===== src/hw/rtl/nnsag_pkg.sv =====
// Shared types, constants and helper functions for the nearest-neighbour
// scaler address generator. No dependencies.
`timescale 1ns / 1ps

package nnsag_pkg;

  localparam int COORD_BITS    = 12;
  localparam int STEP_BITS     = COORD_BITS + 1;
  localparam int CFG_DATA_BITS = 32;
  localparam int CFG_ADDR_BITS = 5;

  typedef logic [COORD_BITS-1:0] coord_t;
  typedef logic [STEP_BITS-1:0]  step_t;

  // Register indices, as found at paddr[4:2].
  typedef enum logic [2:0] {
    REG_TARGET_WIDTH  = 3'd0,
    REG_TARGET_HEIGHT = 3'd1,
    REG_SOURCE_WIDTH  = 3'd2,
    REG_SOURCE_HEIGHT = 3'd3,
    REG_SCREEN_WIDTH  = 3'd4,
    REG_SCREEN_HEIGHT = 3'd5
  } reg_idx_t;

  localparam coord_t RST_TARGET_WIDTH  = coord_t'(1160);
  localparam coord_t RST_TARGET_HEIGHT = coord_t'(688);
  localparam coord_t RST_SOURCE_WIDTH  = coord_t'(768);
  localparam coord_t RST_SOURCE_HEIGHT = coord_t'(512);
  localparam coord_t RST_SCREEN_WIDTH  = coord_t'(1280);
  localparam coord_t RST_SCREEN_HEIGHT = coord_t'(720);

  // Per-axis plan: clipped target size, centring offset, step count and
  // source size.
  typedef struct packed {
    coord_t eff;
    coord_t off;
    coord_t steps;
    coord_t src;
  } axis_plan_t;

  // Current position of one axis, as shown on the result channel.
  typedef struct packed {
    logic   last;
    coord_t dest;
    coord_t src;
  } axis_pos_t;

  typedef struct packed {
    step_t  acc;
    coord_t cur;
  } dda_t;

  function automatic axis_plan_t plan_axis(coord_t tgt, coord_t src, coord_t scr);
    axis_plan_t p;
    coord_t     t;
    coord_t     n;
    coord_t     diff;
    diff = scr - tgt;
    if (tgt > scr) begin
      t     = scr;
      p.off = '0;
    end else begin
      t     = tgt;
      p.off = {1'b0, diff[COORD_BITS-1:1]};
    end
    n = (t > src) ? t : src;
    if (n == '0) begin
      n = coord_t'(1);
    end
    p.eff   = t;
    p.steps = n;
    p.src   = src;
    return p;
  endfunction

  // One DDA step: add the size and, at or past the step count, take it off
  // again and move the coordinate on by one.
  function automatic dda_t dda_step(step_t acc, coord_t cur, coord_t size, coord_t steps);
    dda_t  d;
    step_t a;
    a = acc + {1'b0, size};
    if (a >= {1'b0, steps}) begin
      d.acc = a - {1'b0, steps};
      d.cur = cur + coord_t'(1);
    end else begin
      d.acc = a;
      d.cur = cur;
    end
    return d;
  endfunction

endpackage


===== src/hw/rtl/nnsag_cfg.sv =====
// APB-style register file for the window geometry, with the registered
// per-axis plan derived from it. Depends on nnsag_pkg.
`timescale 1ns / 1ps

module nnsag_cfg (
  input  logic                                clk,
  input  logic                                rst_n,
  input  logic                                cfg_psel,
  input  logic                                cfg_penable,
  input  logic                                cfg_pwrite,
  input  logic [nnsag_pkg::CFG_ADDR_BITS-1:0] cfg_paddr,
  input  logic [nnsag_pkg::CFG_DATA_BITS-1:0] cfg_pwdata,
  output logic [nnsag_pkg::CFG_DATA_BITS-1:0] cfg_prdata,
  output logic                                cfg_pready,
  output nnsag_pkg::axis_plan_t               plan_x,
  output nnsag_pkg::axis_plan_t               plan_y
);
  import nnsag_pkg::*;

  coord_t     tgt_w_r, tgt_h_r, src_w_r, src_h_r, scr_w_r, scr_h_r;
  coord_t     tgt_w_nxt, tgt_h_nxt, src_w_nxt, src_h_nxt, scr_w_nxt, scr_h_nxt;
  axis_plan_t plan_x_r, plan_y_r;
  logic       wr_en;
  logic [2:0] idx;
  coord_t     wdata;
  coord_t     rdata;

  assign cfg_pready = 1'b1;
  assign wr_en      = cfg_psel && cfg_penable && cfg_pwrite;
  assign idx        = cfg_paddr[CFG_ADDR_BITS-1:2];
  assign wdata      = cfg_pwdata[COORD_BITS-1:0];

  always_comb begin
    tgt_w_nxt = tgt_w_r;
    tgt_h_nxt = tgt_h_r;
    src_w_nxt = src_w_r;
    src_h_nxt = src_h_r;
    scr_w_nxt = scr_w_r;
    scr_h_nxt = scr_h_r;
    if (wr_en) begin
      case (idx)
        REG_TARGET_WIDTH:  tgt_w_nxt = wdata;
        REG_TARGET_HEIGHT: tgt_h_nxt = wdata;
        REG_SOURCE_WIDTH:  src_w_nxt = wdata;
        REG_SOURCE_HEIGHT: src_h_nxt = wdata;
        REG_SCREEN_WIDTH:  scr_w_nxt = wdata;
        REG_SCREEN_HEIGHT: scr_h_nxt = wdata;
        default: ;
      endcase
    end
  end

  // The plan is worked out from the incoming values, so it is ready in the
  // same cycle as the registers themselves.
  always_ff @(posedge clk) begin
    if (!rst_n) begin
      tgt_w_r  <= RST_TARGET_WIDTH;
      tgt_h_r  <= RST_TARGET_HEIGHT;
      src_w_r  <= RST_SOURCE_WIDTH;
      src_h_r  <= RST_SOURCE_HEIGHT;
      scr_w_r  <= RST_SCREEN_WIDTH;
      scr_h_r  <= RST_SCREEN_HEIGHT;
      plan_x_r <= plan_axis(RST_TARGET_WIDTH, RST_SOURCE_WIDTH, RST_SCREEN_WIDTH);
      plan_y_r <= plan_axis(RST_TARGET_HEIGHT, RST_SOURCE_HEIGHT, RST_SCREEN_HEIGHT);
    end else begin
      tgt_w_r  <= tgt_w_nxt;
      tgt_h_r  <= tgt_h_nxt;
      src_w_r  <= src_w_nxt;
      src_h_r  <= src_h_nxt;
      scr_w_r  <= scr_w_nxt;
      scr_h_r  <= scr_h_nxt;
      plan_x_r <= plan_axis(tgt_w_nxt, src_w_nxt, scr_w_nxt);
      plan_y_r <= plan_axis(tgt_h_nxt, src_h_nxt, scr_h_nxt);
    end
  end

  always_comb begin
    case (idx)
      REG_TARGET_WIDTH:  rdata = tgt_w_r;
      REG_TARGET_HEIGHT: rdata = tgt_h_r;
      REG_SOURCE_WIDTH:  rdata = src_w_r;
      REG_SOURCE_HEIGHT: rdata = src_h_r;
      REG_SCREEN_WIDTH:  rdata = scr_w_r;
      REG_SCREEN_HEIGHT: rdata = scr_h_r;
      default:           rdata = '0;
    endcase
  end

  assign cfg_prdata = {{(CFG_DATA_BITS-COORD_BITS){1'b0}}, rdata};
  assign plan_x     = plan_x_r;
  assign plan_y     = plan_y_r;

endmodule


===== src/hw/rtl/nnsag_axis.sv =====
// One axis of the address generator: step counter and the destination and
// source DDA accumulators. Depends on nnsag_pkg.
`timescale 1ns / 1ps

module nnsag_axis (
  input  logic                  clk,
  input  logic                  rst_n,
  input  logic                  step_en,
  input  logic                  restart,
  input  logic                  gate,
  input  nnsag_pkg::axis_plan_t plan,
  output nnsag_pkg::axis_pos_t  pos
);
  import nnsag_pkg::*;

  step_t  step_r, acc_dst_r, acc_src_r;
  coord_t cur_dst_r, cur_src_r;
  step_t  step_nxt, acc_dst_nxt, acc_src_nxt;
  coord_t cur_dst_nxt, cur_src_nxt;
  step_t  step_e, acc_dst_e, acc_src_e;
  coord_t cur_dst_e, cur_src_e;
  coord_t last_step;
  logic   last;
  dda_t   dda_dst, dda_src;

  // A restart clears the axis before the request is worked on.
  assign step_e    = restart ? '0 : step_r;
  assign acc_dst_e = restart ? '0 : acc_dst_r;
  assign acc_src_e = restart ? '0 : acc_src_r;
  assign cur_dst_e = restart ? '0 : cur_dst_r;
  assign cur_src_e = restart ? '0 : cur_src_r;

  assign last_step = plan.steps - coord_t'(1);
  assign last      = step_e >= {1'b0, last_step};

  assign dda_dst = dda_step(acc_dst_e, cur_dst_e, plan.eff, plan.steps);
  assign dda_src = dda_step(acc_src_e, cur_src_e, plan.src, plan.steps);

  always_comb begin
    step_nxt    = step_r;
    acc_dst_nxt = acc_dst_r;
    acc_src_nxt = acc_src_r;
    cur_dst_nxt = cur_dst_r;
    cur_src_nxt = cur_src_r;
    if (step_en) begin
      if (gate && !last) begin
        step_nxt    = step_e + step_t'(1);
        acc_dst_nxt = dda_dst.acc;
        acc_src_nxt = dda_src.acc;
        cur_dst_nxt = dda_dst.cur;
        cur_src_nxt = dda_src.cur;
      end else if (gate) begin
        step_nxt    = '0;
        acc_dst_nxt = '0;
        acc_src_nxt = '0;
        cur_dst_nxt = '0;
        cur_src_nxt = '0;
      end else begin
        step_nxt    = step_e;
        acc_dst_nxt = acc_dst_e;
        acc_src_nxt = acc_src_e;
        cur_dst_nxt = cur_dst_e;
        cur_src_nxt = cur_src_e;
      end
    end
  end

  always_ff @(posedge clk) begin
    if (!rst_n) begin
      step_r    <= '0;
      acc_dst_r <= '0;
      acc_src_r <= '0;
      cur_dst_r <= '0;
      cur_src_r <= '0;
    end else begin
      step_r    <= step_nxt;
      acc_dst_r <= acc_dst_nxt;
      acc_src_r <= acc_src_nxt;
      cur_dst_r <= cur_dst_nxt;
      cur_src_r <= cur_src_nxt;
    end
  end

  assign pos.last = last;
  assign pos.dest = plan.off + cur_dst_e;
  assign pos.src  = cur_src_e;

endmodule


===== src/hw/rtl/nearest_neighbor_scale_addr_gen.sv =====
// Nearest-neighbour scaler address generator: top level with the column and
// row axes and the result register. Depends on nnsag_pkg, nnsag_cfg, nnsag_axis.
// An accepted request's result is registered and shown on the out_ channel in the next cycle.
// Throughput: one request per cycle while out_ready is high; the result register is refilled in the cycle it empties.
// Reset (rst_n, synchronous) clears all counters and accumulators and loads the
// default geometry; the block accepts requests in the first cycle after reset.
`timescale 1ns / 1ps

module nearest_neighbor_scale_addr_gen (
  input  logic                                clk,
  input  logic                                rst_n,
  input  logic                                in_valid,
  output logic                                in_ready,
  input  logic                                in_restart,
  output logic                                out_valid,
  input  logic                                out_ready,
  output logic [nnsag_pkg::COORD_BITS-1:0]    out_dest_x,
  output logic [nnsag_pkg::COORD_BITS-1:0]    out_dest_y,
  output logic [nnsag_pkg::COORD_BITS-1:0]    out_src_x,
  output logic [nnsag_pkg::COORD_BITS-1:0]    out_src_y,
  output logic                                out_row_end,
  output logic                                out_frame_end,
  input  logic                                cfg_psel,
  input  logic                                cfg_penable,
  input  logic                                cfg_pwrite,
  input  logic [nnsag_pkg::CFG_ADDR_BITS-1:0] cfg_paddr,
  input  logic [nnsag_pkg::CFG_DATA_BITS-1:0] cfg_pwdata,
  output logic [nnsag_pkg::CFG_DATA_BITS-1:0] cfg_prdata,
  output logic                                cfg_pready
);
  import nnsag_pkg::*;

  axis_plan_t plan_x, plan_y;
  axis_pos_t  pos_x, pos_y;
  logic       in_acc;
  logic       out_valid_r;
  coord_t     dest_x_r, dest_y_r, src_x_r, src_y_r;
  logic       row_end_r, frame_end_r;

  assign in_ready = !out_valid_r || out_ready;
  assign in_acc   = in_valid && in_ready;

  nnsag_cfg u_cfg (
    .clk         (clk),
    .rst_n       (rst_n),
    .cfg_psel    (cfg_psel),
    .cfg_penable (cfg_penable),
    .cfg_pwrite  (cfg_pwrite),
    .cfg_paddr   (cfg_paddr),
    .cfg_pwdata  (cfg_pwdata),
    .cfg_prdata  (cfg_prdata),
    .cfg_pready  (cfg_pready),
    .plan_x      (plan_x),
    .plan_y      (plan_y)
  );

  // Columns step on every request; rows only when the column wraps.
  nnsag_axis u_col (
    .clk     (clk),
    .rst_n   (rst_n),
    .step_en (in_acc),
    .restart (in_restart),
    .gate    (1'b1),
    .plan    (plan_x),
    .pos     (pos_x)
  );

  nnsag_axis u_row (
    .clk     (clk),
    .rst_n   (rst_n),
    .step_en (in_acc),
    .restart (in_restart),
    .gate    (pos_x.last),
    .plan    (plan_y),
    .pos     (pos_y)
  );

  always_ff @(posedge clk) begin
    if (!rst_n) begin
      out_valid_r <= 1'b0;
    end else if (in_acc) begin
      out_valid_r <= 1'b1;
    end else if (out_ready) begin
      out_valid_r <= 1'b0;
    end
  end

  always_ff @(posedge clk) begin
    if (in_acc) begin
      dest_x_r    <= pos_x.dest;
      dest_y_r    <= pos_y.dest;
      src_x_r     <= pos_x.src;
      src_y_r     <= pos_y.src;
      row_end_r   <= pos_x.last;
      frame_end_r <= pos_x.last && pos_y.last;
    end
  end

  assign out_valid     = out_valid_r;
  assign out_dest_x    = dest_x_r;
  assign out_dest_y    = dest_y_r;
  assign out_src_x     = src_x_r;
  assign out_src_y     = src_y_r;
  assign out_row_end   = row_end_r;
  assign out_frame_end = frame_end_r;

  a_frame_end_is_row_end: assert property (@(posedge clk) disable iff (!rst_n)
    out_valid && out_frame_end |-> out_row_end)
    else $error("frame end without row end");

  a_accept_gives_result: assert property (@(posedge clk) disable iff (!rst_n)
    in_acc |=> out_valid)
    else $error("accepted request produced no result");

  a_restart_origin: assert property (@(posedge clk) disable iff (!rst_n)
    in_acc && in_restart |=> out_src_x == '0 && out_src_y == '0)
    else $error("restart did not start at the source origin");

  a_restart_dest_offset: assert property (@(posedge clk) disable iff (!rst_n)
    in_acc && in_restart |=> out_dest_x == $past(plan_x.off)
                              && out_dest_y == $past(plan_y.off))
    else $error("restart did not start at the window offset");

endmodule

===== config.mk =====
export PLATFORM = sky130hd
export DESIGN_NAME = nearest_neighbor_scale_addr_gen
export DESIGN_NICKNAME = d
export VERILOG_FILES = /design/src/hw/rtl/nnsag_pkg.sv /design/src/hw/rtl/nnsag_cfg.sv /design/src/hw/rtl/nnsag_axis.sv /design/src/hw/rtl/nearest_neighbor_scale_addr_gen.sv
export SDC_FILE = /design/constraint.sdc
export NUM_CORES = 1
export LEC_CHECK = 0
export BUFFER_PORTS_ARGS = -buffer_cell sky130_fd_sc_hd__buf_2
export CORE_MARGIN = 2
export CORE_UTILIZATION = 65
export CTS_BUF_LIST = sky130_fd_sc_hd__clkbuf_16
export DETAILED_ROUTE_END_ITERATION = 6
export PLACE_DENSITY = 0.84
export SLEW_MARGIN = 10
export SYNTH_ARGS = -nofsm -noshare
export SYNTH_HDL_FRONTEND = slang
export SYNTH_SLANG_ARGS = --single-unit

===== constraint.sdc =====
create_clock -name clk -period 19.5 [get_ports clk]
set_clock_uncertainty 0.05 [all_clocks]
set_input_delay 1.95 -clock clk [delete_from_list [all_inputs] [get_ports clk]]
set_output_delay 1.95 -clock clk [all_outputs]
set_load 0.005 [all_outputs]

# After elaboration in Yosys (flattened, before gate mapping)
# Index checks and enable logic that the tools add are counted.
# Widths: inputs -> output; s select.
totals:
  regBits: 321
  out_inout_bits: 85
  elab_cells: 139
op_classes:
  n_addsub: 20
  order_cmp: 10
  n_eq_ne: 5
  muxes: 54
  n_bitwise: 1
  reduce_logical: 16
ops:
  columns: ["cell", "count"]
  rows:
  - ["$mux 12", 28]
  - ["$mux 13", 15]
  - ["$mux 25", 4]
  - ["$ge 13x12->1", 6]
  - ["$pmux 12 s6", 1]
  - ["$add 13x12->13", 4]
  - ["$sub 13x12->13", 4]
  - ["$add 12x1->12 const B", 4]
  - ["$gt 12x12->1", 4]
  - ["$add 13x1->13 const B", 2]
  - ["$add 12x12->12", 2]
  - ["$logic_not 12->1", 2]
  - ["$sub 12x1->12 const B", 2]
  - ["$sub 12x12->12", 2]
  - ["$mux 11", 1]
  - ["$mux 10", 1]
  - ["$reduce_or 2->1", 4]
  - ["$eq 3x2->1 const B", 2]
  - ["$eq 3x3->1 const B", 2]
  - ["$mux 6", 1]
  - ["$logic_and 1x1->1", 5]
  - ["$mux 5", 1]
  - ["$eq 3x1->1 const B", 1]
  - ["$logic_not 3->1", 1]
  - ["other kinds (5)", 7]

# Logic depth before layout (Yosys ltp)
# Gate-level depths: netlist (run 1).
logic_depth:
  word_depth: 10
  mapped_depth: 30
  mapped_depth_nobuf: 26

# Modules after synthesis
# From an unflattened synthesis (run 1), not the netlist that was laid out.
unflattened:
  hier_cells: 2738
  area_unflattened_um2: 23050.9
modules_own_cells:
  columns: ["module", "instances", "cells_each", "area_each_um2", "seq_area_each_um2"]
  rows:
  - ["nnsag_cfg", 1, 860, 7841.3, 2842.7]
  - ["nnsag_axis (u_col)", 1, 919, 6916.6, 1261.2]
  - ["nnsag_axis (u_row)", 1, 902, 6723.9, 1261.2]
  - ["nearest_neighbor_scale_addr_gen", 1, 57, 1569.0, 1521.5]

# Least setup slack after synthesis (run 1)
# OpenSTA, ideal clock, no wires.
synth_path:
  path_type: "input to register"
  startpoint: "in in_restart"
  endpoint: "reg u_col.acc_src_r[0]"
  setup_ns: 0.117
  arrival_time_ns: 7.365
  slack_ns: 11.968
  path_stages: 27
  n_path_buf: 7
  cell_sequence: "clkbuf_1 > clkbuf_1 > buf_1 > buf_1 > clkbuf_1 > nor2b_1 > ha_1 > fa_1 > a21o_1 > a21oi_1 > o21bai_1 > a21oi_1 > o21bai_1 > a21oi_1 > o21bai_1 > a21oi_1 > xnor2_1 > ha_1 > and4_1 > a21oi_1 > nand2b_1 > mux2_2 > a211oi_1 > buf_2 > buf_2 > o21ai_0 > a22o_1"
synth_via:
  elab_chain_cells: 5
synth_lines:
  columns: ["element", "line_no", "source"]
  rows:
  - ["start: declaration", "nearest_neighbor_scale_addr_gen.sv:14", "input logic in_restart,"]
  - ["$mux 13", "nnsag_axis.sv:29", "assign acc_src_e = restart ? '0 : acc_src_r;"]
  - ["$add 13x12->13", "nnsag_pkg.sv:81", "a = acc + {1'b0, size};"]
  - ["$sub 13x12->13 or $ge 13x12->1 (tied branches)", "nnsag_pkg.sv:83, nnsag_pkg.sv:82", null]
  - ["$mux 25", "nnsag_pkg.sv:82", "if (a >= {1'b0, steps}) begin"]
  - ["$mux 13 (*)", "nnsag_axis.sv:46", "if (gate && !last) begin"]
  - ["end signal: assignment", "nnsag_axis.sv:78", "acc_src_r <= acc_src_nxt;"]
  - ["end: declaration", "nnsag_axis.sv:16", "step_t step_r, acc_dst_r, acc_src_r;"]
# Every way passes the cells marked *; elsewhere a longest branch is shown, timed or not.
# A chain may end at the register's enable or synchronous reset.

# Worst setup path after layout (run 1)
layout_path:
  startpoint: "in cfg_paddr[2] (netlist bit)"
  endpoint: "reg u_cfg.plan_y_r, in the netlist u_cfg.plan_y[12]"
layout_via:
  elab_chain_cells: 10
layout_lines:
  columns: ["element", "line_no", "source"]
  rows:
  - ["start: declaration", "nearest_neighbor_scale_addr_gen.sv:26", "input logic [nnsag_pkg::CFG_ADDR_BITS-1:0] cfg_paddr,"]
  - ["$eq 3x1->1 (*)", "nnsag_cfg.sv:41", "case (idx)"]
  - ["$mux 12 (*)", "nnsag_cfg.sv:41", null]
  - ["$mux 12 (*)", "nnsag_cfg.sv:40", "if (wr_en) begin"]
  - ["via u_cfg.tgt_h_nxt[1]", "nnsag_cfg.sv:21", "coord_t tgt_w_nxt, tgt_h_nxt, src_w_nxt, src_h_nxt, scr_w_nxt, scr_h_nxt;"]
  - ["$gt 12x12->1", "nnsag_pkg.sv:59", "if (tgt > scr) begin"]
  - ["$mux 12 (*)", "nnsag_pkg.sv:59", null]
  - ["$mux 12 (*)", "nnsag_cfg.sv:56", "if (!rst_n) begin"]
  - ["$gt 12x12->1", "nnsag_pkg.sv:66", "n = (t > src) ? t : src;"]
  - ["$mux 12 (*)", "nnsag_pkg.sv:66", null]
  - ["$logic_not 12->1", "nnsag_pkg.sv:67", "if (n == '0) begin"]
  - ["$mux 10 (*)", "nnsag_pkg.sv:67", null]
  - ["end signal: assignment", "nnsag_cfg.sv:64", "plan_y_r <= plan_axis(RST_TARGET_HEIGHT, RST_SOURCE_HEIGHT, RST_SCREEN_HEIGHT);"]
  - ["end signal: assignment", "nnsag_cfg.sv:73", "plan_y_r <= plan_axis(tgt_h_nxt, src_h_nxt, scr_h_nxt);"]
  - ["end: declaration", "nnsag_cfg.sv:22", "axis_plan_t plan_x_r, plan_y_r;"]
# Mark *: on every way through the listed nets, which the timed path passes. The rest lies on a longest branch. The select of a mux whose other input is x is not followed.

==> impl_metrics.tcl, run 1 <==
set metrics [dict create \
    finish.utilization_pct 72.1 \
    drcViolationCount 0 \
    timing.setup.tns_ps 0 \
    io_pins 130 \
    worstSetupPathType "primary input to flip-flop" \
    period_needed_ps 8620 \
    ys_async_sr_fraction_pct 0 \
    relSlewSlack_pct 16.5 \
    synth_area_per_cell_um2 8.30 \
    synth_area_um2 21600 \
    drt_pre_antenna_iters 7 \
    ys_seq_elements 319 \
    synth_top_area_cell "dfxtp_1" \
    synth_edf_count 50 \
    critical-path-top-delay-family "simple AND/OR/NAND/NOR gates" \
    layout_commonest_cell "dfxtp_1" \
    rsz0062_at_grt "false" \
    vias 19500 \
    wl_per_cell_um 19.0 \
    die_height_um 186 \
    crit_path_max_incr_delay_ps 650 \
    ant_nets 0 \
    tightest_slew_ps 1250 \
    die_x_um 186 \
    hpwlAfterDp_um 43100 \
    critPathLaunchType "primary input" \
    max_freq_mhz 116 \
    worstPathRequired_ps 19890 \
    cp_num_buf_inv 2 \
    die-area_um2 34700 \
    fp-row-count 66 \
    grt_usage_pct 33.2 \
    grt_antenna_before_repair 9 \
    drtIter0Drc 1783 \
    slew_viol_final 0 \
    power_density_nw_per_um2 90.1 \
    htreeDepth 2 \
    ir_worst_vdd_mv 0.0611 \
    clk_pin_slew_ps 70 \
    wl_um 59000 \
    min_path_type "flip-flop to flip-flop" \
    status "complete, no violations" \
    drive_gt1_share_pct 7.66 \
    maxCapViolations 0 \
    cp.arrival_ps 9010 \
    grt_pass1_wl_um 95200 \
    ff2ff_setup_slack_ps 13600 \
    p_leak_nw 10.4 \
    via_per_inst 6.29 \
    setup_viol 0 \
    period_share_pct 44.2 \
    yosysTopAreaCellShare_pct 24.9 \
    ctsHoldBuffers 0 \
    area_growth_pct 8.81 \
    yosys-top-cells-area "dfxtp_1 25%, ha_1 11%, edfxtp_1 6.9%" \
    worstPathMaxFanout 39 \
    cts_root_buf "clkbuf_16" \
    hold_violations 0 \
    cts_inserted_buffers 36 \
    holdWs_ps 396 \
    grt-ovfl-total 0 \
    yosysSeqAreaShare_pct 31.9 \
    cts_resized 0 \
    worstSkewPairLatency_ps 530 \
    whs_path_depth 2 \
    nNetsFinal 2885 \
    cts_buffer_depth 3 \
    slowest_stage "nand2_1" \
    filler_cell_count 2491 \
    first_global_vias 18600 \
    critPathCaptureType "flip-flop" \
    grt_max_degree 67 \
    rr_worst_depth 24 \
    start_util_pct 66.3 \
    ys_warn_count 0 \
    setup_ws_ps 10880 \
    final_cell_mix "269 x dfxtp_1, 226 x nor2_1, 222 x nand2_1" \
    synthCells 2603 \
    cts_tree "done" \
    synthDistinctLibCells 82 \
    io_buffer_count 86 \
    postCtsSetupBuffers 0 \
    cp.depth 25 \
    synth-main-ff-cell "dfxtp_1" \
    cts_sinks 319 \
    coreArea_um2 32600 \
    place_congestion 0.952 \
    place_ws_ps 10570 \
]
-- tightest hold or removal path, stage by stage (launching register included) --
cell and delay (ps):
dfxtp_1 310, nand2_1 40, o21ai_0 60
-- path summary, 6_finish.rpt --
kind | end | from
min reg2reg | u_col.acc_src_r[7] | u_col.acc_src_r[7]
max | u_cfg.plan_y[12] | cfg_paddr[2]
max reg2reg | u_cfg.plan_x[12] | u_cfg.tgt_w_r[1]
min | u_col.acc_src_r[7] | u_col.acc_src_r[7]
-- synthesized netlist by cell type, drive strengths merged, types with 20 or more instances --
library cell and number:
a211oi 23, a21o 57, a21oi 170, a22o 27, a31oi 23, and2 32, and3 35, buf 51
clkbuf 73, dfxtp 269, edfxtp 50, ha 192, inv 133, mux2i 92, nand2 223, nand2b 32
nand3 75, nand4 31, nor2 228, nor2b 156, nor3 53, o211ai 20, o21ai 165, xnor2 95
xor2 33
-- metrics by stage --
stage	instance area, um2	cells	total power [mW]
6_report	23500	3106	2.12
4_1_cts	23500	3105	2.11
2_1_floorplan	21700	2622	1.23
3_5_place_dp	22200	3040	1.37
3_3_place_gp	22200	3040	1.35
5_1_grt	23500	3105	2.22
-- cell type report --
class	instances	area, um2	area share (%)
clock buffer	37	926	3.94
timing repair buffer	100	538	2.29
multi-input combinational	2045	13800	58.5
inverter	134	504	2.14
sequential	319	6890	29.3
tap	442	553	2.35
antenna	1	2.50	0.0106
clock inverter	28	350	1.49
-- cells by family after synthesis --
kind of cell / share of synthesized area, %
AOI/OAI and AO/OA: 18.9
xor gates and xnor gates: 5.19
adders and majority gates: 12.2
buffers and inverters: 4.99
DFF: 31.9
muxes: 5.20
other: 0.0347
and+or+nand+nor: 21.6
-- power by group --
part	leakage, nW	switching, mW	total (mW)	internal, mW
clock network	0.638	0.284	0.737	0.453
logic	7.13	0.401	0.655	0.253
registers	2.67	0.0212	0.727	0.706
-- state kept, by name, summed over array words and instances (netlist names), 13 cells and up --
register,flops
u_row.acc_dst_r,13
u_col.acc_src_r,13
u_cfg.plan_y,35
u_col.step_r,13
u_cfg.plan_x,35
u_col.acc_dst_r,13
u_row.step_r,13
u_row.acc_src_r,13
-- per-layer routing --
metal | GRT usage (%) | vias up | wire length [um]
met1 | 44.6 | 9165 | 25300
met5 | 0 | - | 23
met3 | 4.74 | 153 | 4880
met4 | 12.5 | 4 | 2040
li1 | - | 9290 | -
met2 | 54.4 | 933 | 26700
Note: power is estimated with default switching activity, not from simulation.
==> run 2: changes to the inputs <==
- ABC_AREA: unset -> 1
- CORE_UTILIZATION: 65 -> 57
- PLACE_DENSITY: 0.84 -> 0.78
- clock period: 19.5 -> 7.3 ns (I/O delays scaled with it)
==> run 2 against run 1 <==
Net effect: wire length up 5.4%; cell count up 22%; worst setup slack worse by 9400 ps; global-route usage down 3.2 points; critical endpoint is now u_cfg.plan_x[16]; register-to-register slack worse by 12000 ps; design area up 3.8%; hold slack better by 17 ps; flip-flop and latch count unchanged; non-clock buffer count up 7; synthesized cell count up 23%; die area up 18%; area after synthesis up 3.4%.
==> impl_metrics.tcl, run 2 <==
set metrics [dict create \
    status "complete, no violations" \
    place_ws_ps 1050 \
    setup_viol 0 \
    worstSetupPathType "primary input to flip-flop" \
    first_global_vias 19900 \
    ys_async_sr_fraction_pct 0 \
    worstPathRequired_ps 7700 \
    whs_path_depth 2 \
    htreeDepth 2 \
    worstReg2RegEnd "u_cfg.plan_x[16]" \
    synth_edf_count 50 \
    rr_worst_depth 27 \
    wl_um 62200 \
    yosys-top-cells-area "dfxtp_1 24%, nand2_1 12%, ha_1 11%" \
    layout_commonest_cell "nand2_1" \
    dp_cells 3711 \
    tightest_slew_ps 1080 \
    period_needed_ps 5790 \
    synth-main-ff-cell "dfxtp_1" \
    wl_per_cell_um 16.4 \
    period_share_pct 79.3 \
    cts_root_buf "clkbuf_16" \
    relSlewSlack_pct 28.1 \
    vias 21500 \
    r2r-start "u_cfg.tgt_w_r[0]" \
    ctsHoldBuffers 0 \
    coreArea_um2 38600 \
    ff2ff_setup_slack_ps 2080 \
    whs_endpoint "u_col.cur_src_r[2]" \
    critical-path-top-delay-family "simple AND/OR/NAND/NOR gates" \
    io_pins 130 \
    hpwlAfterDp_um 46300 \
    hold_violations 0 \
    setup_ws_ps 1510 \
    maxCapViolations 0 \
    grt-ovfl-total 0 \
    start_util_pct 57.8 \
    finalPower_mw 6.10 \
    drt_pre_antenna_iters 6 \
    slew_viol_final 0 \
    cts_tree "done" \
    yosysSeqAreaShare_pct 30.8 \
    postLayoutCellArea_um2 24400 \
    postCtsSetupBuffers 0 \
    area_growth_pct 9.25 \
    synthDistinctLibCells 57 \
    grt_usage_pct 30.0 \
    die-area_um2 40800 \
    p_leak_nw 11.3 \
    ant_nets 0 \
    drtIter0Drc 2044 \
    min_path_type "flip-flop to flip-flop" \
    ys_warn_count 0 \
    drcViolationCount 0 \
    fin_cells 3780 \
    timing.setup.tns_ps 0 \
    slowest_stage "o21ai_0" \
    clk_pin_slew_ps 70 \
    rsz0062_at_grt "false" \
    io_buffer_count 86 \
    ys_seq_elements 319 \
    die_height_um 202 \
    grt_pass1_wl_um 100000 \
    synthCells 3193 \
    synth_common_cells "722 x nand2_1, 414 x inv_1, 305 x a21oi_1, 296 x nor2_1, 269 x dfxtp_1" \
    yosysTopAreaCellShare_pct 24.1 \
    cts_sinks 319 \
    synth_area_per_cell_um2 7.00 \
    grt_antenna_before_repair 2 \
    cts_inserted_buffers 37 \
    critPathCaptureType "flip-flop" \
    via_per_inst 5.70 \
    final_cell_mix "721 x nand2_1, 419 x inv_1, 305 x a21oi_1" \
    critPathLaunchType "primary input" \
    nNetsFinal 3481 \
    fp-row-count 72 \
    cts_resized 0 \
    ir_worst_vdd_mv 0.181 \
    grt_max_degree 91 \
    crit_path_max_incr_delay_ps 470 \
    synth_area_um2 22400 \
    crit_top_cell "nand2_1" \
    cp.arrival_ps 6190 \
    max_freq_mhz 173 \
    worstPathMaxFanout 24 \
    cts_buffer_depth 3 \
    place_congestion 0.993 \
    die_x_um 202 \
    cp_num_buf_inv 7 \
    synth_top_area_cell "dfxtp_1" \
    synth.most_common_cell "nand2_1" \
    drive_gt1_share_pct 7.64 \
    power_density_nw_per_um2 250 \
    hp-start "u_col.cur_src_r[2]" \
    worstSkewPairLatency_ps 560 \
    placed_area_um2 23100 \
]
run 2: report_power, final:
group          switching [mW]  internal, mW  total (mW)
combinational            1.33         0.691        2.03
clock                   0.782          1.29        2.08
sequential             0.0814          1.92        2.00
run 2: through the flow:
| step | hold slack, ps | utilization (%) |
|---|---|---|
| floorplan | 394 | - |
| global placement | 401 | 59.7 |
| detailed placement | 405 | 59.7 |
| CTS | 414 | 63.2 |
| global route | 426 | 63.2 |
| finish | 413 | 63.2 |
run 2: worst min-delay path: cells and delay by family, from the launching register on:
| kind | cells | cell delay [ps] |
|---|---|---|
| DFF | 1 | 310 |
| and+or+nand+nor | 1 | 60 |
| AOI/OAI and AO/OA | 1 | 50 |
run 2: kinds of logic (layout without fill, tap and decap cells):
family | after synthesis | count (layout) | synth area share [%]
buffers and inverters | 553 | 602 | 10.0
and+or+nand+nor | 1348 | 1348 | 25.9
xor gates and xnor gates | 152 | 152 | 5.96
other | 2 | 22 | 0.0336
AOI/OAI and AO/OA | 615 | 615 | 15.5
adders and majority gates | 204 | 204 | 11.8
DFF | 319 | 319 | 30.8
run 2: worst max-delay path by stage:
stage | from | endpoint | slack [ps] | cells past startpoint
after floorplan | in_restart | u_row.cur_dst_r[1] | 1920 | 26
after global placement | cfg_paddr[2] | u_cfg.plan_x[21] | 1230 | 32
after detailed placement | cfg_paddr[2] | u_cfg.plan_x[16] | 1050 | 32
after CTS | cfg_paddr[2] | u_cfg.plan_x[16] | 1620 | 32
after global routing | cfg_paddr[2] | u_cfg.plan_y[20] | 880 | 36
final | cfg_paddr[2] | u_cfg.plan_x[16] | 1510 | 32
run 2: metal layers:
layer | part of all wire, % | track usage (%) | vias up
li1 | - | - | 10600
met1 | 45 | 42.3 | 9937
met2 | 44 | 47.0 | 892
met3 | 7.5 | 4.32 | 143
met4 | 3.1 | 10.5 | 2
met5 | 0.021 | 0 | -
run 2: area by class of cell:
type | count | area, um2
antenna | 1 | 2.50
clock buffer | 39 | 976
clock inverter | 29 | 383
fill | 3453 | 14200
inverter | 427 | 1610
multi-input combinational | 2340 | 13300
sequential | 319 | 6890
tap | 518 | 648
timing repair buffer | 107 | 591
